File: src/hw/rtl/ptwi_pkg.sv
// Shared constants, register codes and types for the windowed-integral PID turn core.
package ptwi_pkg;

    // Error ring (moving window of the integral term)
    localparam int RING_DEPTH = 250;
    localparam int RING_AW    = (RING_DEPTH > 1) ? $clog2(RING_DEPTH) : 1;

    // Result queue; depth must be a power of two so the pointers wrap by themselves
    localparam int FIFO_DEPTH = 8;
    localparam int FIFO_AW    = $clog2(FIFO_DEPTH);
    localparam int PEND_W     = $clog2(FIFO_DEPTH + 1);

    // Field and datapath widths
    localparam int LVL_W      = 7;
    localparam int GAIN_W     = 32;
    localparam int ERR_W      = 8;
    localparam int DIFF_W     = 9;
    localparam int SUM_W      = 16;
    localparam int TURN_W     = 8;
    localparam int CFG_IDX_W  = 3;
    localparam int CFG_DATA_W = 32;
    localparam int FRAC_BITS  = 24;
    localparam int P_W        = GAIN_W + 1 + ERR_W;
    localparam int I_W        = GAIN_W + 1 + SUM_W;
    localparam int D_W        = GAIN_W + 1 + DIFF_W;
    localparam int ACC_W      = 50;
    localparam int QUO_W      = ACC_W - FRAC_BITS;

    // Reset values of the registers
    localparam logic [LVL_W-1:0]  RST_TARGET_LEVEL  = 7'd35;
    localparam logic [GAIN_W-1:0] RST_PROP_GAIN     = 32'd12415139;
    localparam logic [GAIN_W-1:0] RST_INTEG_GAIN_DT = 32'd671;
    localparam logic [GAIN_W-1:0] RST_DERIV_GAIN_DT = 32'd125829120;
    localparam logic [LVL_W-1:0]  RST_TURN_LIMIT    = 7'd100;
    localparam logic [LVL_W-1:0]  RST_CRUISE_SPEED  = 7'd45;

    typedef enum logic [CFG_IDX_W-1:0] {
        REG_TARGET_LEVEL  = 3'd0,
        REG_PROP_GAIN     = 3'd1,
        REG_INTEG_GAIN_DT = 3'd2,
        REG_DERIV_GAIN_DT = 3'd3,
        REG_TURN_LIMIT    = 3'd4,
        REG_CRUISE_SPEED  = 3'd5
    } t_reg_idx;

    typedef struct packed {
        logic [LVL_W-1:0]  target_level;
        logic [GAIN_W-1:0] prop_gain;
        logic [GAIN_W-1:0] integ_gain_dt;
        logic [GAIN_W-1:0] deriv_gain_dt;
        logic [LVL_W-1:0]  turn_limit;
        logic [LVL_W-1:0]  cruise_speed;
    } t_cfg;

    typedef struct packed {
        logic                    en;
        logic signed [ERR_W-1:0] err;
    } t_ring_wr;

    typedef struct packed {
        logic [LVL_W-1:0]         forward_cmd;
        logic signed [TURN_W-1:0] turn_cmd;
    } t_result;

    typedef struct packed {
        logic    valid;
        t_result res;
    } t_res_wr;

endpackage

File: src/hw/rtl/ptwi_fifo.sv
// Result queue between the datapath and the output channel.
module ptwi_fifo (
    input  logic              i_clk,
    input  logic              i_rst_n,
    input  ptwi_pkg::t_res_wr i_wr,
    input  logic              i_pop,
    output ptwi_pkg::t_result o_head,
    output logic              o_valid
);
    import ptwi_pkg::*;

    t_result             r_mem [FIFO_DEPTH];
    logic [FIFO_AW-1:0]  r_wptr, r_rptr;
    logic [PEND_W-1:0]   r_count;

    always_ff @(posedge i_clk) begin
        if (i_wr.valid) begin
            r_mem[r_wptr] <= i_wr.res;
        end
    end

    always_ff @(posedge i_clk) begin
        if (!i_rst_n) begin
            r_wptr  <= '0;
            r_rptr  <= '0;
            r_count <= '0;
        end else begin
            if (i_wr.valid) begin
                r_wptr <= r_wptr + FIFO_AW'(1);
            end
            if (i_pop) begin
                r_rptr <= r_rptr + FIFO_AW'(1);
            end
            r_count <= r_count + PEND_W'(i_wr.valid) - PEND_W'(i_pop);
        end
    end

    assign o_head  = r_mem[r_rptr];
    assign o_valid = (r_count != '0);

endmodule

File: config.mk
export PLATFORM = sky130hd
export DESIGN_NAME = ptwi_fifo
export DESIGN_NICKNAME = d
export VERILOG_FILES = /design/src/hw/rtl/ptwi_pkg.sv /design/src/hw/rtl/ptwi_fifo.sv
export SDC_FILE = /design/constraint.sdc
export NUM_CORES = 1
export LEC_CHECK = 0
export BUFFER_PORTS_ARGS = -buffer_cell sky130_fd_sc_hd__buf_2
export CORE_MARGIN = 1
export CORE_UTILIZATION = 29
export CTS_CLUSTER_DIAMETER = 80
export DETAILED_ROUTE_END_ITERATION = 10
export GPL_TIMING_DRIVEN = 0
export PLACE_DENSITY = 0.43
export SYNTH_ARGS = -nofsm -noshare
export SYNTH_HDL_FRONTEND = slang
export SYNTH_SLANG_ARGS = --single-unit
File: constraint.sdc
create_clock -name i_clk -period 2 [get_ports i_clk]
set_clock_uncertainty 0.2 [all_clocks]
set_input_delay 0.2 -clock i_clk [delete_from_list [all_inputs] [get_ports i_clk]]
set_output_delay 0.2 -clock i_clk [all_outputs]
set_load 0.02 [all_outputs]
# Word-level counts from Yosys, hierarchy flattened
# Memories as Yosys holds them, arrays and structs flattened. A register that Yosys moved wholly into a read port is not among the register bits.
# Index checks and enable logic that the tools add are counted.
# totals
register_bits	10
ramBits	120
inputBits	19
output_inout_bits	16
elab_cells	13
n_memories	1
# classes
add_sub_neg	4
muxes	4
n_reduce_logical	1
# mem_list
memory	depth	width	rd	rd_ports_with_merged_regs	wr	line	text
r_mem	8	15	1	1	1	ptwi_fifo.sv:12	t_result r_mem [FIFO_DEPTH];
# ops
op	n
3-bit by 1-bit adder with 3-bit output (second input constant)	2
3-bit two-way mux	2
4-bit by 1-bit adder with 4-bit output	1
4-bit nonzero test	1
4-bit by 1-bit subtractor with 4-bit output	1
1-bit two-way mux	2

# Depth between registers and ports, before layout
# depth
word_depth	3
ltp_mapped	8
depth_no_buf	8

# Least setup slack after synthesis
# No wires, ideal clock.
# synth_timing
kind	register -> register
startpoint	register r_wptr[2]
endpoint	memory r_mem[0][0] (netlist bit) (enable)
setup_time_ns	0.406
t_arrival_ns	1.562
path_slack_ns	-0.168
stages_incl_launch_ff	3
n_path_buf	0
cell_sequence	dfxtp_1 nand2b_1 nor3_1
# synth_lines
element	line	text
start: declaration	ptwi_fifo.sv:13	logic [FIFO_AW-1:0] r_wptr, r_rptr;
start signal: assignment	ptwi_fifo.sv:29	r_wptr <= r_wptr + FIFO_AW'(1);
end: declaration	ptwi_fifo.sv:12	
# Straight into the memory's write port.

==> metrics <==
status=complete, but fails checks; failing checks=negative setup slack; # fillers=1619; Max Cap Viol=0; CP Cell Sequence=buf_6 -> mux4_1 -> mux2_2 -> buf_2; GRT Resource Usage Total=12.2%; CTS tree=done; Yosys Warn Count=0; register area share after synthesis=73.7%; CP endpoint kind=output pin; Leakage=2.22 nW; WHS=0.346 ns; first-pass GRT wire length=15.4 mm; Port Buf Inserts=34; max-slew violation count=0; clk buf depth=2; Pwr Total=6.73 mW; Reg power frac=47.3%; Routed WL=10.2 mm; DP Area=5850 µm²; Clock power frac=41.9%; Residual DRC=0; Starting Density=30.0%; final instance area=6580 µm²; top-area cell type share of the netlist area=68.7%; H-tree Lvls=4; Max Freq=419 MHz; CP top delay family=multiplexers; P_int=5.30 mW; Critical Path AT=1.99 ns; fin crit share=119%; DR WL/cell=18.4 µm; worst-path fanout max=5; worst slew pin tran=0.559 ns; most common cell after layout, fill and taps aside=edfxtp_1; worst stage delay on the critical path=0.58 ns; synthesized cell area=5240 µm²; Pre-antenna DRT Iters=6; post-synthesis register bit count=133; Root Driver=clkbuf_16; Vias/cell=4.46; Final Worst Setup Slack=-0.389 ns; Sw Share=21.3%; Fin. Hold Viols=0; Slew headroom=62.6%; share of layout cells above drive strength 1=32.4%; Hold Path Cell Cnt=2; most frequent cells in the layout=edfxtp_1, buf_2, mux4_1; antenna fix cells=0; Area Growth Syn to Fin=25.5%; Setup WS pre-CTS=-0.290 ns; post-layout minimum cycle time=2.39 ns; gr ovfl total=0; # nets final=345; initial drt markers=200; Net Sw Power=1.44 mW; FP Rows=48; post-CTS setup buffer count=0; CTS clock-pin slew for the worst setup and hold paths=0.05 ns; power per standard cell area=1020 nW/µm²; Syn Inst Count=240; reg2reg path depth=3; min-delay worst type=flip-flop to flip-flop; startpoint types=flip-flop; Die X-Extent=136 µm; initial antenna violation count=0; Peak VDD IR=0.653 mV; clock latency on the worst-skew pair=0.40 ns; GPL Wtd Cong=0.611; Comb power frac=10.7%; CTS Buf Count=17; Post-Syn Nets=267; placed insts=507; RSZ-0062 raised after global routing=yes; Vias=2477; ANT nets after route=0; clk sinks=133; Crit path required time=1.60 ns; CORE AREA=17500 µm²; Post-Layout Cell Count=555; top cells by area, synth=edfxtp_1, mux4_1, dfxtp_1, mux2_2, ha_1; WP buf/inv=2; I/O Pins=35; kind of critical path=flip-flop to output pin; Final Util=37.6%; Worst path depth=4; post-synthesis area per instance=21.8 µm²; post-DP HPWL=6.67 mm; vias in the first global route=2578; Crit-path slowest cell=mux4_1; synth unique cells=23; setup TNS=-5.12 ns; cell taking the most area after synthesis=edfxtp_1; largest net degree at the start of global routing=17; # setup viols final=15; die area=18600 µm²; Die H=136 µm
==> synthesized netlist by cell type <==
cell,number
edfxtp_1,120
mux4_1,30
mux2_2,15
dfxtp_1,13
and2_1,7
ha_1,7
inv_1,7
nor2_1,6
nand2_1,5
clkbuf_1,4
nand2b_1,4
buf_6,3
mux2i_1,3
nor2b_1,3
xnor2_1,3
nor3_1,2
xor2_1,2
a21o_1,1
a21oi_1,1
buf_1,1
buf_2,1
fa_1,1
nand3_1,1
==> area by class of cell <==
cell class                 count  area, µm²  share of cell area, %
multi-input combinational     91       1320                   20.0
clock inverter                 8       83.8                   1.27
buffer                         8       80.1                   1.22
sequential                   133       3870                   58.8
clock buffer                  23        448                   6.81
timing repair buffer          60        477                   7.25
inverter                       7       26.3                  0.399
tap                          225        282                   4.28
==> state kept, by name, indices dropped and copies added, names as in the netlist, named ones only <==
register and cells:
r_wptr 3, r_rptr 3, r_mem 120, r_count 4
==> worst min-delay path: stages (launching register included) <==
cell	delay, ns
dfxtp_1	0.31
mux2i_1	0.12
nor2b_1	0.07
==> timing repair <==
| action | in CTS | in global routing |
|---|---|---|
| hold endpoints to repair | 124 | 0 |
| setup endpoints to repair | 15 | 33 |
| hold buffers | 18 | 0 |
| cloned | 1 | 0 |
| resized for setup | 16 | 13 |
==> kinds of logic after synthesis <==
group                    Yosys count  share of synthesized area, %
AND/OR/NAND/NOR                   28                          2.74
flip-flops                       133                          73.7
XOR/XNOR                           5                         0.835
multiplexers                      48                          18.8
AO/OA/AOI/OAI                      2                         0.239
buffers and inverters             16                          1.60
adder cells (fa/ha/maj)            8                          2.05
==> worst paths after layout <==
check | from | end | slack (ns)
worst max-delay path | flip-flop | o_head[1] | -0.39
worst min-delay path | r_rptr[1] | flip-flop | 0.35
worst max register to register | r_wptr[0] | r_mem[7][12] | 0.15
worst min register to register | r_rptr[1] | flip-flop | 0.35
==> power groups by stage <==
stage / Combinational [mW] / Sequential [mW] / Clock [mW]
2_1_floorplan: 0.469 / 3.22 / 0
3_3_place_gp: 0.664 / 3.23 / 0
3_5_place_dp: 0.701 / 3.23 / 0
4_1_cts: 0.739 / 3.19 / 2.91
5_1_grt: 0.815 / 3.19 / 3.03
6_report: 0.723 / 3.19 / 2.82
==> metal layers <==
metal	global-route usage, %	share of wire, %
met4	5.19	1.1
met5	0	0
met2	19.7	50
met1	14.8	46
met3	3.95	3.6
(Power assumes the default switching activity.)
