===== config.mk =====
export PLATFORM = sky130hd
export DESIGN_NAME = ptwi_cfg
export DESIGN_NICKNAME = d
export VERILOG_FILES = /design/src/hw/rtl/ptwi_pkg.sv /design/src/hw/rtl/ptwi_cfg.sv
export SDC_FILE = /design/constraint.sdc
export NUM_CORES = 1
export LEC_CHECK = 0
export BUFFER_PORTS_ARGS = -buffer_cell sky130_fd_sc_hd__clkbuf_2
export CORE_UTILIZATION = 35
export DETAILED_ROUTE_END_ITERATION = 16
export REMOVE_ABC_BUFFERS = 1
export SLEW_MARGIN = 30
export SYNTH_ARGS = -nofsm -noshare
export SYNTH_HDL_FRONTEND = slang
export SYNTH_SLANG_ARGS = --single-unit

===== constraint.sdc =====
create_clock -name i_clk -period 1.4 [get_ports i_clk]
set_clock_uncertainty 0.05 [all_clocks]
set_input_delay 0.42 -clock i_clk [delete_from_list [all_inputs] [get_ports i_clk]]
set_output_delay 0.42 -clock i_clk [all_outputs]
set_load 0.02 [all_outputs]

===== src/hw/rtl/ptwi_pkg.sv =====
// Shared constants, register codes and types for the windowed-integral PID turn core.
package ptwi_pkg;

    // Error ring (moving window of the integral term)
    localparam int RING_DEPTH = 250;
    localparam int RING_AW    = (RING_DEPTH > 1) ? $clog2(RING_DEPTH) : 1;

    // Result queue; depth must be a power of two so the pointers wrap by themselves
    localparam int FIFO_DEPTH = 8;
    localparam int FIFO_AW    = $clog2(FIFO_DEPTH);
    localparam int PEND_W     = $clog2(FIFO_DEPTH + 1);

    // Field and datapath widths
    localparam int LVL_W      = 7;
    localparam int GAIN_W     = 32;
    localparam int ERR_W      = 8;
    localparam int DIFF_W     = 9;
    localparam int SUM_W      = 16;
    localparam int TURN_W     = 8;
    localparam int CFG_IDX_W  = 3;
    localparam int CFG_DATA_W = 32;
    localparam int FRAC_BITS  = 24;
    localparam int P_W        = GAIN_W + 1 + ERR_W;
    localparam int I_W        = GAIN_W + 1 + SUM_W;
    localparam int D_W        = GAIN_W + 1 + DIFF_W;
    localparam int ACC_W      = 50;
    localparam int QUO_W      = ACC_W - FRAC_BITS;

    // Reset values of the registers
    localparam logic [LVL_W-1:0]  RST_TARGET_LEVEL  = 7'd35;
    localparam logic [GAIN_W-1:0] RST_PROP_GAIN     = 32'd12415139;
    localparam logic [GAIN_W-1:0] RST_INTEG_GAIN_DT = 32'd671;
    localparam logic [GAIN_W-1:0] RST_DERIV_GAIN_DT = 32'd125829120;
    localparam logic [LVL_W-1:0]  RST_TURN_LIMIT    = 7'd100;
    localparam logic [LVL_W-1:0]  RST_CRUISE_SPEED  = 7'd45;

    typedef enum logic [CFG_IDX_W-1:0] {
        REG_TARGET_LEVEL  = 3'd0,
        REG_PROP_GAIN     = 3'd1,
        REG_INTEG_GAIN_DT = 3'd2,
        REG_DERIV_GAIN_DT = 3'd3,
        REG_TURN_LIMIT    = 3'd4,
        REG_CRUISE_SPEED  = 3'd5
    } t_reg_idx;

    typedef struct packed {
        logic [LVL_W-1:0]  target_level;
        logic [GAIN_W-1:0] prop_gain;
        logic [GAIN_W-1:0] integ_gain_dt;
        logic [GAIN_W-1:0] deriv_gain_dt;
        logic [LVL_W-1:0]  turn_limit;
        logic [LVL_W-1:0]  cruise_speed;
    } t_cfg;

    typedef struct packed {
        logic                    en;
        logic signed [ERR_W-1:0] err;
    } t_ring_wr;

    typedef struct packed {
        logic [LVL_W-1:0]         forward_cmd;
        logic signed [TURN_W-1:0] turn_cmd;
    } t_result;

    typedef struct packed {
        logic    valid;
        t_result res;
    } t_res_wr;

endpackage


===== src/hw/rtl/ptwi_cfg.sv =====
// Configuration register file.
module ptwi_cfg (
    input  logic                            i_clk,
    input  logic                            i_rst_n,
    input  logic                            i_wr_en,
    input  logic [ptwi_pkg::CFG_IDX_W-1:0]  i_wr_index,
    input  logic [ptwi_pkg::CFG_DATA_W-1:0] i_wr_data,
    output ptwi_pkg::t_cfg                  o_cfg
);
    import ptwi_pkg::*;

    t_cfg r_cfg;

    always_ff @(posedge i_clk) begin
        if (!i_rst_n) begin
            r_cfg.target_level  <= RST_TARGET_LEVEL;
            r_cfg.prop_gain     <= RST_PROP_GAIN;
            r_cfg.integ_gain_dt <= RST_INTEG_GAIN_DT;
            r_cfg.deriv_gain_dt <= RST_DERIV_GAIN_DT;
            r_cfg.turn_limit    <= RST_TURN_LIMIT;
            r_cfg.cruise_speed  <= RST_CRUISE_SPEED;
        end else if (i_wr_en) begin
            unique case (i_wr_index)
                REG_TARGET_LEVEL:  r_cfg.target_level  <= i_wr_data[LVL_W-1:0];
                REG_PROP_GAIN:     r_cfg.prop_gain     <= i_wr_data[GAIN_W-1:0];
                REG_INTEG_GAIN_DT: r_cfg.integ_gain_dt <= i_wr_data[GAIN_W-1:0];
                REG_DERIV_GAIN_DT: r_cfg.deriv_gain_dt <= i_wr_data[GAIN_W-1:0];
                REG_TURN_LIMIT:    r_cfg.turn_limit    <= i_wr_data[LVL_W-1:0];
                REG_CRUISE_SPEED:  r_cfg.cruise_speed  <= i_wr_data[LVL_W-1:0];
                default: ;  // unmapped index: dropped
            endcase
        end
    end

    assign o_cfg = r_cfg;

endmodule


# == Word-level counts from Yosys, hierarchy flattened ==
# Cells that the tools add are included.
# op_classes
eq_ne,5
n_reduce_logical,7
# op_table
operator,count
$reduce_and 2->1,6
$eq 3x2->1 const B,2
$eq 3x3->1 const B,2
$eq 3x1->1 const B,1
$logic_not 3->1,1
# totals
register_bits,117
out_inout_bits,117
wordCells,18

# == Longest topological paths before layout ==
# logic_depth
word_depth,2
depth_mapped,5
mapped_depth_nobuf,2

# == Worst setup path after synthesis ==
# Ideal clock, no wire load.
# synth_timing
kind,input to register
start,input port i_wr_index[1] in the netlist's numbering
end,"register r_cfg, in the netlist o_cfg[110]"
setup_ns,0.127
t_arrival_ns,1.205
required_ns,1.223
path_slack_ns,0.019
path_stages,3
n_path_buf,1
cell_sequence,or4b_1 > buf_6 > mux2i_1
# synth_between
elab_chain_cells,2
# synth_rtl
element,line,source
from (decl),ptwi_cfg.sv:6,"input logic [ptwi_pkg::CFG_IDX_W-1:0] i_wr_index,"
$logic_not 3->1,ptwi_cfg.sv:23,unique case (i_wr_index)
$reduce_and 2->1 (no source line),n/a,
to (decl),ptwi_cfg.sv:12,t_cfg r_cfg;
# Every way passes these cells.
# A chain may end at the register's enable or synchronous reset.

# == Final worst setup path ==
# layout_timing
start,"register r_cfg, in the netlist o_cfg[97]"
end,output port o_cfg[97] in the netlist's numbering
# layout_rtl
element,line,source
to (decl),ptwi_cfg.sv:8,output ptwi_pkg::t_cfg o_cfg
# No word-level cell between the ends.

==> flow_metrics.py <==
metrics = {
    "timing": {
        "setup_tns_ps": 0,
        "worst_pin_slew_ps": 318.4,
        "max_slew_margin_pct": 78.73,
        "setup_viol": 0,
        "final.period_utilization_pct": 99.13,
        "hold_violations": 0,
        "whs_ps": 207.6,
        "slew_violations": 0,
        "max_freq_ghz": 0.7206,
        "layout_min_cycle_time_ps": 1388,
        "fin_ws_ps": 12.22,
    },
    "routing": {
        "first_pass_iters": 4,
        "viasPerCell": 4.524,
        "drtIter0Drc": 134,
        "drc": 0,
        "wire_per_inst_um": 14.70,
        "antenna_left": 0,
        "wl_um": 11830,
        "vias": 3642,
    },
    "global_routing": {
        "grt_pass1_vias": 3593,
        "grt_pass1_wl_um": 17830,
        "grtUsageTotal_pct": 17.61,
        "grt_overflow_total": 0,
        "antenna_found_initial": 0,
        "grt_max_degree": 52,
    },
    "worst_setup_path": {
        "worstPathRequired_ps": 930,
        "reg2reg_from": "o_cfg[47]",
        "crit_buf_inv": 1,
        "cp_cell_sequence": "buf_6",
        "path_max_fanout": 2,
        "cp_slowest_stage_delay_ps": 370,
        "path_delay_family": "flip-flops",
        "cp_slowest_cell": "dfxtp_1",
        "worstReg2RegEnd": "o_cfg[47]",
        "cp-end-kind": "primary output",
        "critical_path_arrival_ps": 920,
        "crit_type": "reg2out",
        "r2r_cells": 2,
        "cp-start-kind": "flop",
        "reg2reg_slack_ps": 700,
    },
    "min_path": {
        "hold_start": "i_wr_data[23]",
        "hold_class": "in2reg",
        "hold_depth": 3,
        "hold_end": "o_cfg[69]",
    },
    "power": {
        "report.power.total_w": 0.008295,
        "pwr_density_cell_nw_per_um2": 1179,
        "vdd_ir_drop_max_mv": 0.7528,
        "p_leak_nw": 3.231,
    },
    "logic_synthesis": {
        "synth_top_cell_by_area": "dfxtp_1",
        "netlist.area_leader.share_pct": 51.56,
        "syn_area_um2": 4543,
        "yosysUniqueCellTypes": 14,
        "synth-seq-cells": 117,
        "synth_fa_ha_area_share_pct": 0,
        "synth-xor-area-share_pct": 0,
        "synthTopCellsByCount": "dfxtp_1 (117), mux2i_1 (117), nand2_1 (115)",
        "synthSimpleGateAreaFrac_pct": 18.95,
        "seq_area_frac_synth_pct": 51.56,
        "synth_edf_count": 0,
        "synth_area_leaders": "dfxtp_1 (52%), mux2i_1 (26%), nand2_1 (9.5%), nor2b_1 (7.6%), buf_2 (1.7%)",
        "ys_warn_count": 0,
        "synth_top_family_by_area": "multiplexers",
        "async_flop_share_pct": 0,
        "synth_flop_cell": "dfxtp_1",
        "synth-compound-area-share_pct": 0,
        "synth_area_per_cell_um2": 10.21,
        "muxShareOfSynthArea_pct": 25.78,
        "syn_inst": 445,
    },
    "placed_design": {
        "gp_congestion": 0.7858,
        "place_hpwl_um": 7986,
        "portBuffers": 154,
        "place_ws_ps": -173.8,
    },
    "floorplanning": {
        "start_util_pct": 36.00,
        "fp.dieW_um": 115.9,
        "dieHeight_um": 115.9,
        "die-area_um2": 13440,
        "fp-row-count": 41,
        "core_um2": 12620,
        "ioPinCount": 155,
    },
    "final_layout": {
        "post-route-util_pct": 55.75,
        "area_growth_pct": 54.86,
        "largest_reg_flops": 117,
        "diodes": 0,
        "drive_gt1_share_pct": 44.87,
        "nets": 658,
    },
    "clocking": {
        "root_buffer": "clkbuf_16",
        "clkSinkCount": 117,
        "insertion_delay_ps": 410,
        "clock_path_buffers": 2,
        "cts.clk_slew.worst_paths_ps": 50,
        "cts_setup_buffers": 0,
        "cts_buffers": 17,
        "cts_max_level": 4,
        "cts_tree": "done",
    },
    "status": {
        "status": "finished, final reports clean",
    },
    "run": {
        "drv_cap": 0,
    },
}
==> placed cells by master (no fill, tap or decap), drive strengths merged <==
cell type,instances
mux2i,117
dfxtp,117
clkbuf,116
nand2,115
buf,96
nor2b,55
clkinv,6
and4bb,2
nand4bb,2
nand4b,2
clkinvlp,2
and4b,1
or4b,1
bufinv,1
==> tightest hold or removal path, delay by kind of cell <==
kind / cells / cell delay (ps)
muxes: 1 / 60
and+or+nand+nor: 1 / 50
buffers and inverters: 1 / 90
==> power breakdown <==
group / internal [W] / switching [W] / leakage, nW / total [W]
Clock: 0.00265 / 0.00148 / 0.285 / 0.00413
Combinational: 0.000343 / 0.000358 / 1.99 / 0.000701
Sequential: 0.00342 / 0.0000475 / 0.958 / 0.00346
Total: 0.00641 / 0.00188 / 3.23 / 0.00829
==> stage by stage <==
stage / instance area, µm² / std cells
floorplan: 4374 / 412
global placement: 5725 / 773
detailed placement: 5725 / 773
CTS: 6888 / 805
global route: 7036 / 805
finish: 7036 / 805
==> cell type report <==
cell class | count | area, µm²
clock inverters | 9 | 75.07
well taps | 172 | 215.2
repair buffers | 189 | 1795
flip-flops and latches | 117 | 2420
fillers | 1078 | 5584
clock buffers | 23 | 498.0
multi-input cells | 295 | 2032
==> per-layer routing <==
metal / GRT usage (%) / vias up / part of all wire [%]
li1: - / 1816 / -
met1: 21.22 / 1698 / 43
met2: 27.98 / 112 / 49
met3: 6.433 / 16 / 6.6
met4: 8.120 / 0 / 1.8
met5: 0 / - / 0
==> what timing repair did <==
item,in CTS,in global routing
hold buffers,0,0
pin swaps,0,0
gates resized for setup,168,125
endpoints found under the setup margin,72,75
==> how the worst max path moves through the flow <==
stage                  startpoint          to  cells after the start
global route            o_cfg[97]   o_cfg[97]                      1
CTS                     o_cfg[75]   o_cfg[75]                      1
global placement    i_wr_index[1]  o_cfg[115]                      4
finish                  o_cfg[97]   o_cfg[97]                      1
floorplan           i_wr_index[2]   o_cfg[16]                      2
detailed placement        i_wr_en   o_cfg[24]                      5
==> cells by family (layout without fill, tap and decap cells) <==
kind of cell | after synthesis | count (layout)
buffers and inverters | 33 | 221
AND/OR/NAND/NOR | 178 | 178
multiplexers | 117 | 117
flip-flops | 117 | 117
(Power assumes the default switching activity.)
