--- config.mk ---
export PLATFORM = sky130hd
export DESIGN_NAME = ptwi_ring
export DESIGN_NICKNAME = d
export VERILOG_FILES = /design/src/hw/rtl/ptwi_pkg.sv /design/src/hw/rtl/ptwi_ring.sv
export SDC_FILE = /design/constraint.sdc
export NUM_CORES = 2
export LEC_CHECK = 0
export BUFFER_PORTS_ARGS = -buffer_cell sky130_fd_sc_hd__buf_2
export CAP_MARGIN = 20
export CORE_MARGIN = 2
export CORE_UTILIZATION = 29
export CTS_BUF_LIST = sky130_fd_sc_hd__clkbuf_16
export CTS_CLUSTER_DIAMETER = 80
export DETAILED_ROUTE_END_ITERATION = 6
export SLEW_MARGIN = 20
export SYNTH_ARGS = -nofsm -noshare
export SYNTH_HDL_FRONTEND = slang
export SYNTH_SLANG_ARGS = --single-unit
--- constraint.sdc ---
create_clock -name i_clk -period 3.2 [get_ports i_clk]
set_clock_uncertainty 0.05 [all_clocks]
set_input_delay 0.32 -clock i_clk [delete_from_list [all_inputs] [get_ports i_clk]]
set_output_delay 0.32 -clock i_clk [all_outputs]
set_load 0.01 [all_outputs]
--- src/hw/rtl/ptwi_pkg.sv ---
// Shared constants, register codes and types for the windowed-integral PID turn core.
package ptwi_pkg;

    // Error ring (moving window of the integral term)
    localparam int RING_DEPTH = 250;
    localparam int RING_AW    = (RING_DEPTH > 1) ? $clog2(RING_DEPTH) : 1;

    // Result queue; depth must be a power of two so the pointers wrap by themselves
    localparam int FIFO_DEPTH = 8;
    localparam int FIFO_AW    = $clog2(FIFO_DEPTH);
    localparam int PEND_W     = $clog2(FIFO_DEPTH + 1);

    // Field and datapath widths
    localparam int LVL_W      = 7;
    localparam int GAIN_W     = 32;
    localparam int ERR_W      = 8;
    localparam int DIFF_W     = 9;
    localparam int SUM_W      = 16;
    localparam int TURN_W     = 8;
    localparam int CFG_IDX_W  = 3;
    localparam int CFG_DATA_W = 32;
    localparam int FRAC_BITS  = 24;
    localparam int P_W        = GAIN_W + 1 + ERR_W;
    localparam int I_W        = GAIN_W + 1 + SUM_W;
    localparam int D_W        = GAIN_W + 1 + DIFF_W;
    localparam int ACC_W      = 50;
    localparam int QUO_W      = ACC_W - FRAC_BITS;

    // Reset values of the registers
    localparam logic [LVL_W-1:0]  RST_TARGET_LEVEL  = 7'd35;
    localparam logic [GAIN_W-1:0] RST_PROP_GAIN     = 32'd12415139;
    localparam logic [GAIN_W-1:0] RST_INTEG_GAIN_DT = 32'd671;
    localparam logic [GAIN_W-1:0] RST_DERIV_GAIN_DT = 32'd125829120;
    localparam logic [LVL_W-1:0]  RST_TURN_LIMIT    = 7'd100;
    localparam logic [LVL_W-1:0]  RST_CRUISE_SPEED  = 7'd45;

    typedef enum logic [CFG_IDX_W-1:0] {
        REG_TARGET_LEVEL  = 3'd0,
        REG_PROP_GAIN     = 3'd1,
        REG_INTEG_GAIN_DT = 3'd2,
        REG_DERIV_GAIN_DT = 3'd3,
        REG_TURN_LIMIT    = 3'd4,
        REG_CRUISE_SPEED  = 3'd5
    } t_reg_idx;

    typedef struct packed {
        logic [LVL_W-1:0]  target_level;
        logic [GAIN_W-1:0] prop_gain;
        logic [GAIN_W-1:0] integ_gain_dt;
        logic [GAIN_W-1:0] deriv_gain_dt;
        logic [LVL_W-1:0]  turn_limit;
        logic [LVL_W-1:0]  cruise_speed;
    } t_cfg;

    typedef struct packed {
        logic                    en;
        logic signed [ERR_W-1:0] err;
    } t_ring_wr;

    typedef struct packed {
        logic [LVL_W-1:0]         forward_cmd;
        logic signed [TURN_W-1:0] turn_cmd;
    } t_result;

    typedef struct packed {
        logic    valid;
        t_result res;
    } t_res_wr;

endpackage

--- src/hw/rtl/ptwi_ring.sv ---
// Error ring: window memory, write index and first-pass mask.
module ptwi_ring (
    input  logic                               i_clk,
    input  logic                               i_rst_n,
    input  ptwi_pkg::t_ring_wr                 i_wr,
    output logic signed [ptwi_pkg::ERR_W-1:0]  o_old
);
    import ptwi_pkg::*;

    logic signed [ERR_W-1:0] r_mem [RING_DEPTH];
    logic [RING_AW-1:0]      r_idx;
    logic                    r_wrapped;
    logic signed [ERR_W-1:0] r_rd;
    logic                    r_rd_ok;

    // Read-first: the entry being overwritten is registered and comes out in the next cycle
    always_ff @(posedge i_clk) begin
        if (i_wr.en) begin
            r_mem[r_idx] <= i_wr.err;
        end
        r_rd <= r_mem[r_idx];
    end

    always_ff @(posedge i_clk) begin
        if (!i_rst_n) begin
            r_idx     <= '0;
            r_wrapped <= 1'b0;
            r_rd_ok   <= 1'b0;
        end else begin
            r_rd_ok <= r_wrapped;
            if (i_wr.en) begin
                if (r_idx == RING_AW'(RING_DEPTH - 1)) begin
                    r_idx     <= '0;
                    r_wrapped <= 1'b1;
                end else begin
                    r_idx <= r_idx + RING_AW'(1);
                end
            end
        end
    end

    // slots not yet written since reset read as zero
    assign o_old = r_rd_ok ? r_rd : '0;

endmodule

# After elaboration in Yosys (flattened, before gate mapping)
# Memories as Yosys holds them, arrays and structs flattened. A register that Yosys moved wholly into a read port is not among the register bits.
# Cells that the tools add are included.
dict set report totals {
  reg_bits 10
  ramBits 2000
  in_bits 11
  out_inout_bits 8
  wordCells 11
  mem_count 1
}
dict set report classes {
  addsub 1
  n_eq_ne 1
  n_mux 4
  reduce_logical 1
}
# name depth width read_ports rd_ports_with_merged_regs write_ports line
set mem_list {}
lappend mem_list {r_mem 250 8 1 1 1 ptwi_ring.sv:10} ;# logic signed [ERR_W-1:0] r_mem [RING_DEPTH];
# op count
set op_table {}
lappend op_table {{$mux 8} 2}
lappend op_table {{$add 8x1->8 const B} 1}
lappend op_table {{$eq 8x8->1 const B} 1}
lappend op_table {{$mux 1} 2}
lappend op_table {{$reduce_and 2->1} 1}

# Depth between registers and ports, before layout
dict set report depth {
  depth_word 2
  ltp_mapped 12
  depth_no_buf 6
}

# Least setup slack after synthesis
# Ideal clock, no wire load.
dict set report synth_path {
  path_type {register -> register}
  startpoint {register r_idx[1]}
  endpoint {memory r_mem[105][0], enable pin}
  setup_time_ns 0.370
  t_arrival_ns 2.602
  required_time_ns 2.780
  path_slack_ns 0.178
  stages_incl_launch_ff 12
  path_buffers 7
  period_less_slack_ns 3.022
  path_cell_list {dfxtp_1 -> buf_4 -> buf_6 -> buf_6 -> buf_4 -> inv_2 -> buf_2 -> buf_2 -> ha_1 -> nand3_1 -> clkbuf_1 -> nor2_1}
}
# item line
set synth_rtl {}
lappend synth_rtl {{start: declaration} ptwi_ring.sv:11} ;# logic [RING_AW-1:0] r_idx;
lappend synth_rtl {{start signal: assignment} ptwi_ring.sv:36} ;# r_idx <= r_idx + RING_AW'(1);
lappend synth_rtl {{end: declaration} ptwi_ring.sv:10}
# No word-level cell before the write port.

==> out/metrics.cfg <==
[floorplan]
die_w_um = 522.7
ios = 19
placementRows = 190
dieHeight_um = 522.7
initial_core_util = 0.2914
coreArea_mm2 = 0.2677
dieArea_mm2 = 0.2732

[layout]
layout-drive-gt1-share = 0.3023
nFillCells = 24900
area_growth_pct = 18.24
nNetsFinal = 4108
fin_util = 0.3446

[run]
maxCapViolCount = 0

[critical_path]
worstSetupEndpointType = flop
startpoint = r_idx[3]$_SDFFE_PN0P_
worstPathArrival_ps = 3950
worstPathRequired_ps = 3950
start_kind = flop
crit_chain = buf_12 > buf_4 > mux4_2 > nand2_1 > a32oi_1 > o211ai_1 > o21ai_0 > a311o_1
critPathKind = flop to flop
timing.rr.start = r_idx[3]$_SDFFE_PN0P_
cpPeakStageDelay_ps = 740
cp_max_fo = 22
crit_slowest_cell = o21ai_0
r2r_slack_ps = 4

[synth]
yosysUniqueCellTypes = 48
synth_top_area_frac = 0.7698
synth_nets = 3669
synth-main-ff-cell = edfxtp_1
seq_area_frac_synth = 0.7745
synthesis.instances = 3654
yosysWarnings = 0
async_flop_share = 0
yosys_register_bits = 2018
syn_area_mm2 = 0.07801
synth_edf_count = 2000
synth_top_area_cell = edfxtp_1
synth_area_leaders = edfxtp_1, mux4_2, nor2_1
avgSynthCellArea_um2 = 21.35

[clocking]
clock-root-buffer = clkbuf_16
clock_sinks = 2018
numCtsBuffers = 198
clkLatencyLatePin_ps = 850
tritoncts = built
clkTransAtPathRegs_ps = 70
htreeDepth = 4
clock_path_buffers = 3

[sta]
max_freq_ghz = 0.3129
slew_headroom = 0.2977
fin_crit_sh = 0.9987
hold_violations = 0
drv_slew = 0
setup_viol = 0
tightest_slew_ps = 1050
rsz0062_at_grt = false
min_period_ps = 3196

[grt]
grt_pass1_vias = 39100
grt_pass1_wl_mm = 277.5
antenna_found_initial = 2
grt_max_degree = 114
grt_overflow = 0
grt_use_total = 0.1378

[placed_design]
hpwl_mm = 118.7
io_buffers = 18
place_congestion = 0.8126

[run_status]
outcome = finished with violations
violations = antenna rules

[route]
drt_wl_total_mm = 189.9
drt.antenna.violating_nets = 1
vias = 38240
drt_pass1_iterations = 5
drt_iter0_drc = 4176
wl_per_cell_um = 24.29
drcViolationCount = 0
via_per_inst = 4.890

[pwr]
power.share.sequential = 0.537
p_clk_frac = 0.422
internal_power_mw = 42.83
p_switching_mw = 11.40
total_power_mw = 54.22
power_density_mw_per_mm2 = 587.8
p_comb_frac = 0.041
peakVddDrop_v = 0.0005411
p_leak_nw = 28.17
swShare = 0.2102

[worst_hold_path]
hold_class = primary input to flop
min_from = i_wr[8]

[logic make-up after synthesis]
| logic type | Yosys count | synth area share |
|---|---|---|
| xor gates and xnor gates | 4 | 0.0004490 |
| and+or+nand+nor | 562 | 0.03071 |
| AOI/OAI and AO/OA | 276 | 0.02470 |
| adders and majority gates | 4 | 0.0006416 |
| buffers and inverters | 231 | 0.01549 |
| DFF | 2018 | 0.7745 |
| muxes | 559 | 0.1535 |
[cell type report]
cell class                 instances  area, um^2  area share
multi-input combinational       1405       16510      0.1790
sequential                      2018       60440      0.6552
timing repair buffer             467        4387     0.04756
clock inverter                   169        1456     0.01579
antenna                            6       15.01   0.0001628
inverter                           3       11.26   0.0001221
clock buffer                     199        4980     0.05399
tap                             3552        4444     0.04818
[metal layers]
metal	global-route usage	part of all wire	up-vias
met4	0.04467	0.030	0
met3	0.02252	0.063	271
met5	0	0	-
li1	-	-	16160
met2	0.2241	0.49	1337
met1	0.1883	0.42	20470
[cells in the mapped netlist (5+ instances only)]
master and n:
a211oi_1 9, a211o_1 8, o311ai_1 8, o221ai_1 8, mux4_1 10, buf_4 19, mux4_2 494, nor3_1 5
nand4_1 18, buf_1 21, clkbuf_1 89, nor2_1 312, nand2_1 118, and2_1 12, o21bai_1 8, o21ai_0 13
buf_6 13, buf_2 81, nor2b_1 16, a311oi_1 16, a32oi_1 8, o211ai_1 18, a21oi_1 49, edfxtp_1 2000
dfxtp_1 18, nand2b_1 17, a22oi_1 64, a311o_1 8, o22ai_1 47, mux2i_1 24, a31oi_1 9, or3_1 9
nand3_1 47, mux2_2 31
[registers in the layout (all words and copies together), names as in the netlist]
register	count
r_idx	8
r_wrapped	1
r_mem	2000
r_rd	8
r_rd_ok	1
[cell usage in the layout (no fill, tap or decap), types with 31 or more instances in the layout]
cell and count:
clkbuf_16 199, nand2_1 118, nor2_1 311, buf_12 64, clkinv_1 52, a22oi_1 64, a21oi_1 49, edfxtp_1 2000
buf_4 374, inv_1 44, nand3_1 31, mux2_2 31, o22ai_1 47, mux4_2 494
[critical path, delay by kind of cell (launching register included)]
kind / cells / cell delay [ps]
buf+inv: 2 / 510
flops: 1 / 680
simple gates: 1 / 80
compound gates: 4 / 1570
mux: 1 / 220
[final timing paths]
path | endpoint | cells past startpoint
worst min-delay path | r_idx[0]$_SDFFE_PN0P_ | 3
worst min register to register | r_rd_ok$_SDFF_PN0_ | 1
worst max register to register | r_rd[4]$_DFF_P_ | 8
worst max-delay path | r_rd[4]$_DFF_P_ | 8
[per-stage QoR]
stage	cells	area [um^2]	setup slack, ps	TNS, ps	hold slack [ps]
final	7819	92240	4.245	0	163.2
after CTS	7813	92210	29.23	0	137.6
after floorplan	3654	78010	178.0	0	368.9
after global placement	7434	85640	-75.97	-101.9	391.6
after global routing	7814	92230	5.812	0	171.1
after detailed placement	7434	85640	-69.18	-90.79	401.2
[power by group through the flow]
stage / combinational, mW / clock (mW) / sequential (mW)
final: 2.24 / 22.9 / 29.1
after global routing: 2.39 / 24.3 / 29.1
after CTS: 2.28 / 23.3 / 29.1
after detailed placement: 2.25 / 0 / 29.7
after global placement: 2.22 / 0 / 29.7
after floorplan: 1.18 / 0 / 29.6
[what timing repair did]
item,CTS,global route
resized for setup,2,3
setup buffers,2,0
hold buffers,9,0
endpoints found under the setup margin,3,2
endpoints found under the hold margin,385,0
pin swaps,0,1
No activity file was read; power rests on OpenSTA's default activity.
