File: config.mk
export PLATFORM = sky130hd
export DESIGN_NAME = ptwi_pipe
export DESIGN_NICKNAME = d
export VERILOG_FILES = /design/src/hw/rtl/ptwi_pkg.sv /design/src/hw/rtl/ptwi_pipe.sv
export SDC_FILE = /design/constraint.sdc
export NUM_CORES = 2
export LEC_CHECK = 0
export ABC_AREA = 1
export BUFFER_PORTS_ARGS = -buffer_cell sky130_fd_sc_hd__buf_2
export CORE_AREA = 10 10 306 308
export DETAILED_ROUTE_END_ITERATION = 6
export DIE_AREA = 0 0 316 318
export PLACE_DENSITY = 0.81
export SETUP_SLACK_MARGIN = 0.15
export SLEW_MARGIN = 10
export SYNTH_ARGS = -nofsm -noshare
export SYNTH_HDL_FRONTEND = slang
export SYNTH_SLANG_ARGS = --single-unit
File: constraint.sdc
create_clock -name i_clk -period 6.5 [get_ports i_clk]
set_clock_uncertainty 0.1 [all_clocks]
set_input_delay 0 -clock i_clk [delete_from_list [all_inputs] [get_ports i_clk]]
set_output_delay 0 -clock i_clk [all_outputs]
set_load 0.005 [all_outputs]
File: src/hw/rtl/ptwi_pkg.sv
// Shared constants, register codes and types for the windowed-integral PID turn core.
package ptwi_pkg;

    // Error ring (moving window of the integral term)
    localparam int RING_DEPTH = 250;
    localparam int RING_AW    = (RING_DEPTH > 1) ? $clog2(RING_DEPTH) : 1;

    // Result queue; depth must be a power of two so the pointers wrap by themselves
    localparam int FIFO_DEPTH = 8;
    localparam int FIFO_AW    = $clog2(FIFO_DEPTH);
    localparam int PEND_W     = $clog2(FIFO_DEPTH + 1);

    // Field and datapath widths
    localparam int LVL_W      = 7;
    localparam int GAIN_W     = 32;
    localparam int ERR_W      = 8;
    localparam int DIFF_W     = 9;
    localparam int SUM_W      = 16;
    localparam int TURN_W     = 8;
    localparam int CFG_IDX_W  = 3;
    localparam int CFG_DATA_W = 32;
    localparam int FRAC_BITS  = 24;
    localparam int P_W        = GAIN_W + 1 + ERR_W;
    localparam int I_W        = GAIN_W + 1 + SUM_W;
    localparam int D_W        = GAIN_W + 1 + DIFF_W;
    localparam int ACC_W      = 50;
    localparam int QUO_W      = ACC_W - FRAC_BITS;

    // Reset values of the registers
    localparam logic [LVL_W-1:0]  RST_TARGET_LEVEL  = 7'd35;
    localparam logic [GAIN_W-1:0] RST_PROP_GAIN     = 32'd12415139;
    localparam logic [GAIN_W-1:0] RST_INTEG_GAIN_DT = 32'd671;
    localparam logic [GAIN_W-1:0] RST_DERIV_GAIN_DT = 32'd125829120;
    localparam logic [LVL_W-1:0]  RST_TURN_LIMIT    = 7'd100;
    localparam logic [LVL_W-1:0]  RST_CRUISE_SPEED  = 7'd45;

    typedef enum logic [CFG_IDX_W-1:0] {
        REG_TARGET_LEVEL  = 3'd0,
        REG_PROP_GAIN     = 3'd1,
        REG_INTEG_GAIN_DT = 3'd2,
        REG_DERIV_GAIN_DT = 3'd3,
        REG_TURN_LIMIT    = 3'd4,
        REG_CRUISE_SPEED  = 3'd5
    } t_reg_idx;

    typedef struct packed {
        logic [LVL_W-1:0]  target_level;
        logic [GAIN_W-1:0] prop_gain;
        logic [GAIN_W-1:0] integ_gain_dt;
        logic [GAIN_W-1:0] deriv_gain_dt;
        logic [LVL_W-1:0]  turn_limit;
        logic [LVL_W-1:0]  cruise_speed;
    } t_cfg;

    typedef struct packed {
        logic                    en;
        logic signed [ERR_W-1:0] err;
    } t_ring_wr;

    typedef struct packed {
        logic [LVL_W-1:0]         forward_cmd;
        logic signed [TURN_W-1:0] turn_cmd;
    } t_result;

    typedef struct packed {
        logic    valid;
        t_result res;
    } t_res_wr;

endpackage

File: src/hw/rtl/ptwi_pipe.sv
// PID datapath: error, window sum, gain products, truncation and saturation.
module ptwi_pipe (
    input  logic                              i_clk,
    input  logic                              i_rst_n,
    input  ptwi_pkg::t_cfg                    i_cfg,
    input  logic                              i_acc,
    input  logic [ptwi_pkg::LVL_W-1:0]        i_brightness,
    input  logic                              i_obstacle,
    input  logic signed [ptwi_pkg::ERR_W-1:0] i_old,
    output ptwi_pkg::t_ring_wr                o_ring_wr,
    output ptwi_pkg::t_res_wr                 o_res_wr
);
    import ptwi_pkg::*;

    // accept stage
    logic signed [ERR_W-1:0]  s0_err;
    logic signed [DIFF_W-1:0] s0_diff;
    logic signed [ERR_W-1:0]  r_prev;

    // stage 1: window sum
    logic                     r1_valid, r1_obst;
    logic signed [ERR_W-1:0]  r1_err;
    logic signed [DIFF_W-1:0] r1_diff;
    logic signed [SUM_W-1:0]  r_sum;
    logic signed [SUM_W-1:0]  n_sum;

    // stage 2: products
    logic                     r2_valid, r2_obst;
    logic signed [ERR_W-1:0]  r2_err;
    logic signed [SUM_W-1:0]  r2_sum;
    logic signed [DIFF_W-1:0] r2_diff;
    logic signed [P_W-1:0]    n_p;
    logic signed [I_W-1:0]    n_i;
    logic signed [D_W-1:0]    n_d;

    // stage 3: accumulate
    logic                     r3_valid, r3_obst;
    logic signed [P_W-1:0]    r3_p;
    logic signed [I_W-1:0]    r3_i;
    logic signed [D_W-1:0]    r3_d;
    logic signed [ACC_W-1:0]  n_acc;

    // stage 4: scale and clamp
    logic                     r4_valid, r4_obst;
    logic signed [ACC_W-1:0]  r4_acc;
    logic signed [QUO_W-1:0]  q_floor, q_trunc, lim_pos, lim_neg;
    logic                     round_up;
    logic signed [TURN_W-1:0] turn;

    assign s0_err  = $signed({1'b0, i_brightness}) - $signed({1'b0, i_cfg.target_level});
    assign s0_diff = $signed({s0_err[ERR_W-1], s0_err}) - $signed({r_prev[ERR_W-1], r_prev});

    assign o_ring_wr.en  = i_acc && !i_obstacle;
    assign o_ring_wr.err = s0_err;

    assign n_sum = r_sum
                 - $signed({{(SUM_W-ERR_W){i_old[ERR_W-1]}}, i_old})
                 + $signed({{(SUM_W-ERR_W){r1_err[ERR_W-1]}}, r1_err});

    assign n_p = $signed({1'b0, i_cfg.prop_gain})     * r2_err;
    assign n_i = $signed({1'b0, i_cfg.integ_gain_dt}) * r2_sum;
    assign n_d = $signed({1'b0, i_cfg.deriv_gain_dt}) * r2_diff;

    assign n_acc = ACC_W'(r3_p) + ACC_W'(r3_i) + ACC_W'(r3_d);

    // divide by 2^24 rounding toward zero
    assign q_floor  = r4_acc[ACC_W-1:FRAC_BITS];
    assign round_up = r4_acc[ACC_W-1] && (|r4_acc[FRAC_BITS-1:0]);
    assign q_trunc  = q_floor + $signed({{(QUO_W-1){1'b0}}, round_up});
    assign lim_pos  = $signed({{(QUO_W-LVL_W){1'b0}}, i_cfg.turn_limit});
    assign lim_neg  = -lim_pos;

    always_comb begin
        priority if (r4_obst) begin
            turn = '0;
        end else if (q_trunc > lim_pos) begin
            turn = lim_pos[TURN_W-1:0];
        end else if (q_trunc < lim_neg) begin
            turn = lim_neg[TURN_W-1:0];
        end else begin
            turn = q_trunc[TURN_W-1:0];
        end
    end

    assign o_res_wr.valid           = r4_valid;
    assign o_res_wr.res.forward_cmd = r4_obst ? '0 : i_cfg.cruise_speed;
    assign o_res_wr.res.turn_cmd    = turn;

    always_ff @(posedge i_clk) begin
        if (!i_rst_n) begin
            r1_valid <= 1'b0;
            r2_valid <= 1'b0;
            r3_valid <= 1'b0;
            r4_valid <= 1'b0;
            r_prev   <= '0;
            r_sum    <= '0;
        end else begin
            r1_valid <= i_acc;
            r2_valid <= r1_valid;
            r3_valid <= r2_valid;
            r4_valid <= r3_valid;
            if (i_acc && !i_obstacle) begin
                r_prev <= s0_err;
            end
            if (r1_valid && !r1_obst) begin
                r_sum <= n_sum;
            end
        end
    end

    always_ff @(posedge i_clk) begin
        r1_obst <= i_obstacle;
        r1_err  <= s0_err;
        r1_diff <= s0_diff;
        r2_obst <= r1_obst;
        r2_err  <= r1_err;
        r2_sum  <= n_sum;
        r2_diff <= r1_diff;
        r3_obst <= r2_obst;
        r3_p    <= n_p;
        r3_i    <= n_i;
        r3_d    <= n_d;
        r4_obst <= r3_obst;
        r4_acc  <= n_acc;
    end

endmodule

After elaboration in Yosys (flattened, before gate mapping)

Cells that the tools add are included.

Register bits: 264
Input port bits: 136
Output and inout port bits: 25
Logic and storage cells: 42

$add $sub $neg: 8
Multiply operators: 3
$lt $le $gt $ge: 2
Mux-type cells: 4
Reductions and logical operators: 6

Operators by type and width:

| cell                                           | number |
|---|---|
| 41-bit by 49-bit adder with 50-bit output      | 1 |
| 50-bit by 42-bit adder with 50-bit output      | 1 |
| 33-bit by 16-bit multiplier with 49-bit output | 1 |
| 33-bit by 9-bit multiplier with 42-bit output  | 1 |
| 33-bit by 8-bit multiplier with 41-bit output  | 1 |
| 26-bit by 2-bit adder with 26-bit output       | 1 |
| 26-bit by 8-bit > comparator with 1-bit output | 1 |
| 26-bit less-than comparator                    | 1 |
| 7-bit negation with 26-bit output              | 1 |
| 8-bit 2-to-1 mux                               | 3 |
| 24-bit OR reduction                            | 1 |
| 16-bit by 8-bit adder with 16-bit output       | 1 |
| 16-bit by 8-bit subtractor with 16-bit output  | 1 |
| 8-bit by 8-bit subtractor with 9-bit output    | 1 |
| 7-bit by 7-bit subtractor with 8-bit output    | 1 |
| 7-bit 2-to-1 mux                               | 1 |
| 1-bit logical AND                              | 3 |
| 1-bit logical NOT                              | 2 |

Depth between registers and ports, before layout

Depth after elaboration: 7
Gate-level depth with buffers: 29
Depth with buffers taken out: 28

Least setup slack after synthesis

No wires, ideal clock.

Path kind: reg2reg
Start point: reg r2_sum[7]
End point: reg r3_i[40]
Library setup time: 0.112 ns
Data arrival time: 5.300 ns
Data required time: 6.288 ns
Path slack: 0.988 ns
Cell stages (with the launch flop): 26
Buffers on the path: 1
Period minus slack after synthesis: 5.512 ns
Cell sequence: dfxtp_1 clkbuf_1 nand2_1 fa_1 inv_1 fa_1 inv_1 fa_1 inv_1 fa_1 fa_1 inv_1 fa_1 inv_1 ha_1 nand2_1 nor2_1 nand2_1 o21ai_1 nand2_1 nand2_1 o21ai_0 o21ai_1 nand2_1 nand3_1 nand2_1

Cells in the longest elaborated chain, start to end: 1

Ends and longest elaborated chain:

| item                                           | line             | text |
|---|---|---|
| from (decl)                                    | ptwi_pipe.sv:30  | `logic signed [SUM_W-1:0] r2_sum;` |
| from (signal assigned)                         | ptwi_pipe.sv:117 | `r2_sum <= n_sum;` |
| 33-bit by 16-bit multiplier with 49-bit output | ptwi_pipe.sv:61  | `assign n_i = $signed({1'b0, i_cfg.integ_gain_dt}) * r2_sum;` |
| named net n_i[40]                              | ptwi_pipe.sv:33  | `logic signed [I_W-1:0] n_i;` |
| to (signal assigned)                           | ptwi_pipe.sv:121 | `r3_i <= n_i;` |
| to (decl)                                      | ptwi_pipe.sv:39  | `logic signed [I_W-1:0] r3_i;` |

The timed path passes the listed nets, and every way through them passes these cells.
A chain may end at the register's enable or synchronous reset.

Worst setup path after layout

Start point: reg r2_sum[1]
End point: reg r3_i[40]

Same word-level chain as after synthesis.

==> results.json <==
{
  "syn_area_sq_mm": 0.0496,
  "fin_tns_setup_ns": 0,
  "fin_area_sq_mm": 0.0529,
  "clk_pin_slew_ns": 0.07,
  "crit_required_ns": 6.88,
  "synth-seq-cells": 264,
  "syn_nets": 7927,
  "initialDrtViolationCount": 3182,
  "die_area_sq_mm": 0.100,
  "vias_per_cell": 5.29,
  "max_cap_violations": 0,
  "synth_seq_area_share_pct": 10.7,
  "hold_violations": 0,
  "crit_type": "reg2reg",
  "first_global_vias": 43000,
  "crit_fanout": 32,
  "grt_pass1_wl_mm": 216,
  "gr-total-overflow": 0,
  "syn_to_final_growth_pct": 6.67,
  "outcome": "complete, no violations",
  "timing.final.crit_share_pct": 92.7,
  "post_cts_buffers": 0,
  "grt_max_degree": 34,
  "hold_path.class": "in2reg",
  "rsz0062_at_grt": "false",
  "core_sq_mm": 0.0877,
  "cts_sinks": 264,
  "antenna_found_initial": 6,
  "async_reset_ff_share_pct": 0,
  "worst_setup_path_end_kind": "register",
  "finalCriticalPeriod_ns": 6.03,
  "dr.pass1.iters": 6,
  "cp-start-kind": "register",
  "htreeDepth": 1,
  "hold_slack_ns": 0.0303,
  "worst_slack_ns": 0.473,
  "grt_usage_pct": 26.1,
  "synth_warnings": 0,
  "pre_cts_ws_ns": 0.427,
  "initial_utilization_pct": 56.5,
  "cts_tree": "built",
  "vias": 40700,
  "wirelength_mm": 128,
  "setup_violations": 0,
  "slew_headroom_pct": 26.7,
  "numCtsBuffers": 28,
  "io_buffers": 160,
  "dp_hpwl_mm": 107,
  "dieWidth_um": 316,
  "synth_cell_types": 49,
  "rows": 109,
  "avgSynthCellArea_sq_um": 7.68,
  "routabilityCongestion": 0.957,
  "root_buffer": "clkbuf_16",
  "place_area_sq_mm": 0.0515,
  "synth_ff_type": "dfxtp_1",
  "synth_edf_count": 0,
  "max_freq_ghz": 0.166,
  "cts_buffer_depth": 3,
  "syn_inst": 6452,
  "drive_above_1_share_pct": 5.70,
  "io_pins": 161,
  "critPathArrivalTime_ns": 6.40,
  "drc": 0,
  "wl_per_cell_um": 16.7,
  "tightest_slew_ns": 1.09,
  "die-height_um": 318,
  "finalMaxSlewViolations": 0,
  "ant_nets": 0,
  "clk_latency_ns": 0.60,
  "nets": 7980
}
[registers in the layout, indices dropped and copies added, names as in the netlist, 9 cells and up]
register,cells
r1_diff,9
r4_acc,50
r3_i,49
r3_d,42
r2_diff,9
r_sum,16
r2_sum,16
r3_p,41
[kinds of logic after synthesis]
logic type                 after synthesis  share of synthesized area [%]
buffers and inverters                 2022                           15.3
DFF                                    264                           10.7
xor gates and xnor gates               201                           3.59
and+or+nand+nor                       2039                           16.7
adders and majority gates             1339                           47.1
AOI/OAI and AO/OA                      587                           6.65
[stage by stage]
step | utilization (%) | cells
after floorplan | - | 6452
after global placement | 58.7 | 7606
after detailed placement | 58.7 | 7606
after CTS | 60.3 | 7690
after global routing | 60.3 | 7692
final | 60.3 | 7693
[synth_stat cells, types with 3 or more instances]
| cell | instances | area [sq um] |
|---|---|---|
| o21bai_1 | 19 | 143 |
| fa_1 | 877 | 17600 |
| inv_2 | 4 | 15.0 |
| o21a_1 | 13 | 97.6 |
| a31oi_1 | 50 | 313 |
| o221ai_1 | 5 | 43.8 |
| o2111ai_1 | 4 | 35.0 |
| nor2_1 | 315 | 1180 |
| o21ai_2 | 3 | 26.3 |
| nor3_1 | 25 | 125 |
| nand2_2 | 5 | 31.3 |
| xor2_1 | 139 | 1220 |
| nand2_1 | 1451 | 5450 |
| dfxtp_1 | 264 | 5290 |
| inv_1 | 1789 | 6720 |
| nand3b_1 | 3 | 22.5 |
| ha_1 | 462 | 5780 |
| a211oi_1 | 7 | 52.6 |
| o221a_2 | 3 | 33.8 |
| nor4_1 | 28 | 175 |
| o21ai_0 | 154 | 771 |
| clkbuf_1 | 227 | 852 |
| a21o_1 | 30 | 225 |
| a21oi_1 | 266 | 1330 |
| a21boi_0 | 9 | 67.6 |
| xnor2_1 | 61 | 534 |
| o211ai_1 | 5 | 37.5 |
| o21ai_1 | 13 | 65.1 |
| or2_2 | 71 | 444 |
| nand4_1 | 30 | 188 |
| nor2_4 | 6 | 67.6 |
| nand3_1 | 92 | 460 |
[final cells by class]
| cell class | count | area (sq um) |
|---|---|---|
| inverter | 1794 | 6730 |
| clock inverter | 17 | 258 |
| multi-input combinational | 4166 | 36700 |
| sequential | 264 | 5290 |
| clock buffer | 33 | 739 |
| tap | 1165 | 1460 |
| timing repair buffer | 251 | 1690 |
| fill | 7581 | 34800 |
| antenna | 3 | 7.51 |
[layout by cell type (no fill, tap or decap), types with 4 or more instances in the layout]
| master | Yosys | layout |
|---|---|---|
| nand4_1 | 30 | 30 |
| ha_1 | 462 | 462 |
| o21ai_2 | 3 | 4 |
| or2_2 | 71 | 71 |
| o21ai_0 | 154 | 154 |
| nor2_4 | 6 | 6 |
| xnor2_1 | 61 | 61 |
| xor2_1 | 139 | 138 |
| clkbuf_16 | 0 | 28 |
| dlygate4sd3_1 | 0 | 34 |
| nand3_1 | 92 | 92 |
| buf_2 | 0 | 160 |
| o2111ai_1 | 4 | 4 |
| buf_4 | 1 | 46 |
| nand2_1 | 1451 | 1451 |
| buf_12 | 0 | 9 |
| dfxtp_1 | 264 | 263 |
| inv_1 | 1789 | 1789 |
| a21boi_0 | 9 | 9 |
| o221ai_1 | 5 | 5 |
| inv_2 | 4 | 4 |
| a21o_1 | 30 | 30 |
| bufinv_16 | 0 | 5 |
| o21a_1 | 13 | 13 |
| o21ai_1 | 13 | 12 |
| o21bai_1 | 19 | 19 |
| clkinv_2 | 0 | 4 |
| o211ai_1 | 5 | 5 |
| nor2_1 | 315 | 315 |
| nor3_1 | 25 | 25 |
| fa_1 | 877 | 877 |
| a211oi_1 | 7 | 7 |
| a31oi_1 | 50 | 50 |
| a21oi_1 | 266 | 266 |
| nor4_1 | 28 | 28 |
| nand2_2 | 5 | 5 |
[layer usage]
layer  vias to the layer above  track usage, %  routed length [um]
met5                         -               0                  28
li1                      18900               -                   -
met1                     19800            34.6               52900
met2                      1597            43.4               61100
met4                         4            9.43                5190
met3                       321            3.20                9240
[worst max-delay path: stages (launching register included)]
cell	delay [ns]
dfxtp_1	0.36
buf_12	0.20
nand2_1	0.11
fa_1	0.52
fa_1	0.52
fa_1	0.54
inv_1	0.06
fa_1	0.49
fa_1	0.51
inv_1	0.05
fa_1	0.52
inv_1	0.06
ha_1	0.36
nand2_1	0.10
nor2_1	0.14
nand2_1	0.07
o21ai_1	0.24
nand2_1	0.12
nand2_1	0.08
o21ai_0	0.21
o21ai_2	0.29
nand2_1	0.11
nand3_1	0.08
nand2_1	0.06
[repair_timing]
| action | CTS | global route |
|---|---|---|
| hold endpoints to repair | 37 | 0 |
| endpoints found under the setup margin | 0 | 10 |
| hold buffers | 34 | 0 |
| resized for setup | 0 | 5 |
[final timing paths]
path                   start    endpoint  slack (ns)  cells after the start
setup / recovery   r2_sum[1]    r3_i[40]        0.47                     23
hold reg to reg   r1_diff[4]  r2_diff[4]        0.22                      0
hold / removal     i_cfg[47]     r3_i[1]        0.03                      4
setup reg to reg   r2_sum[1]    r3_i[40]        0.47                     23
Power is left out: the tool's default activity adds up to more than one toggle a clock period on the data nets, which glitch-free logic cannot reach.
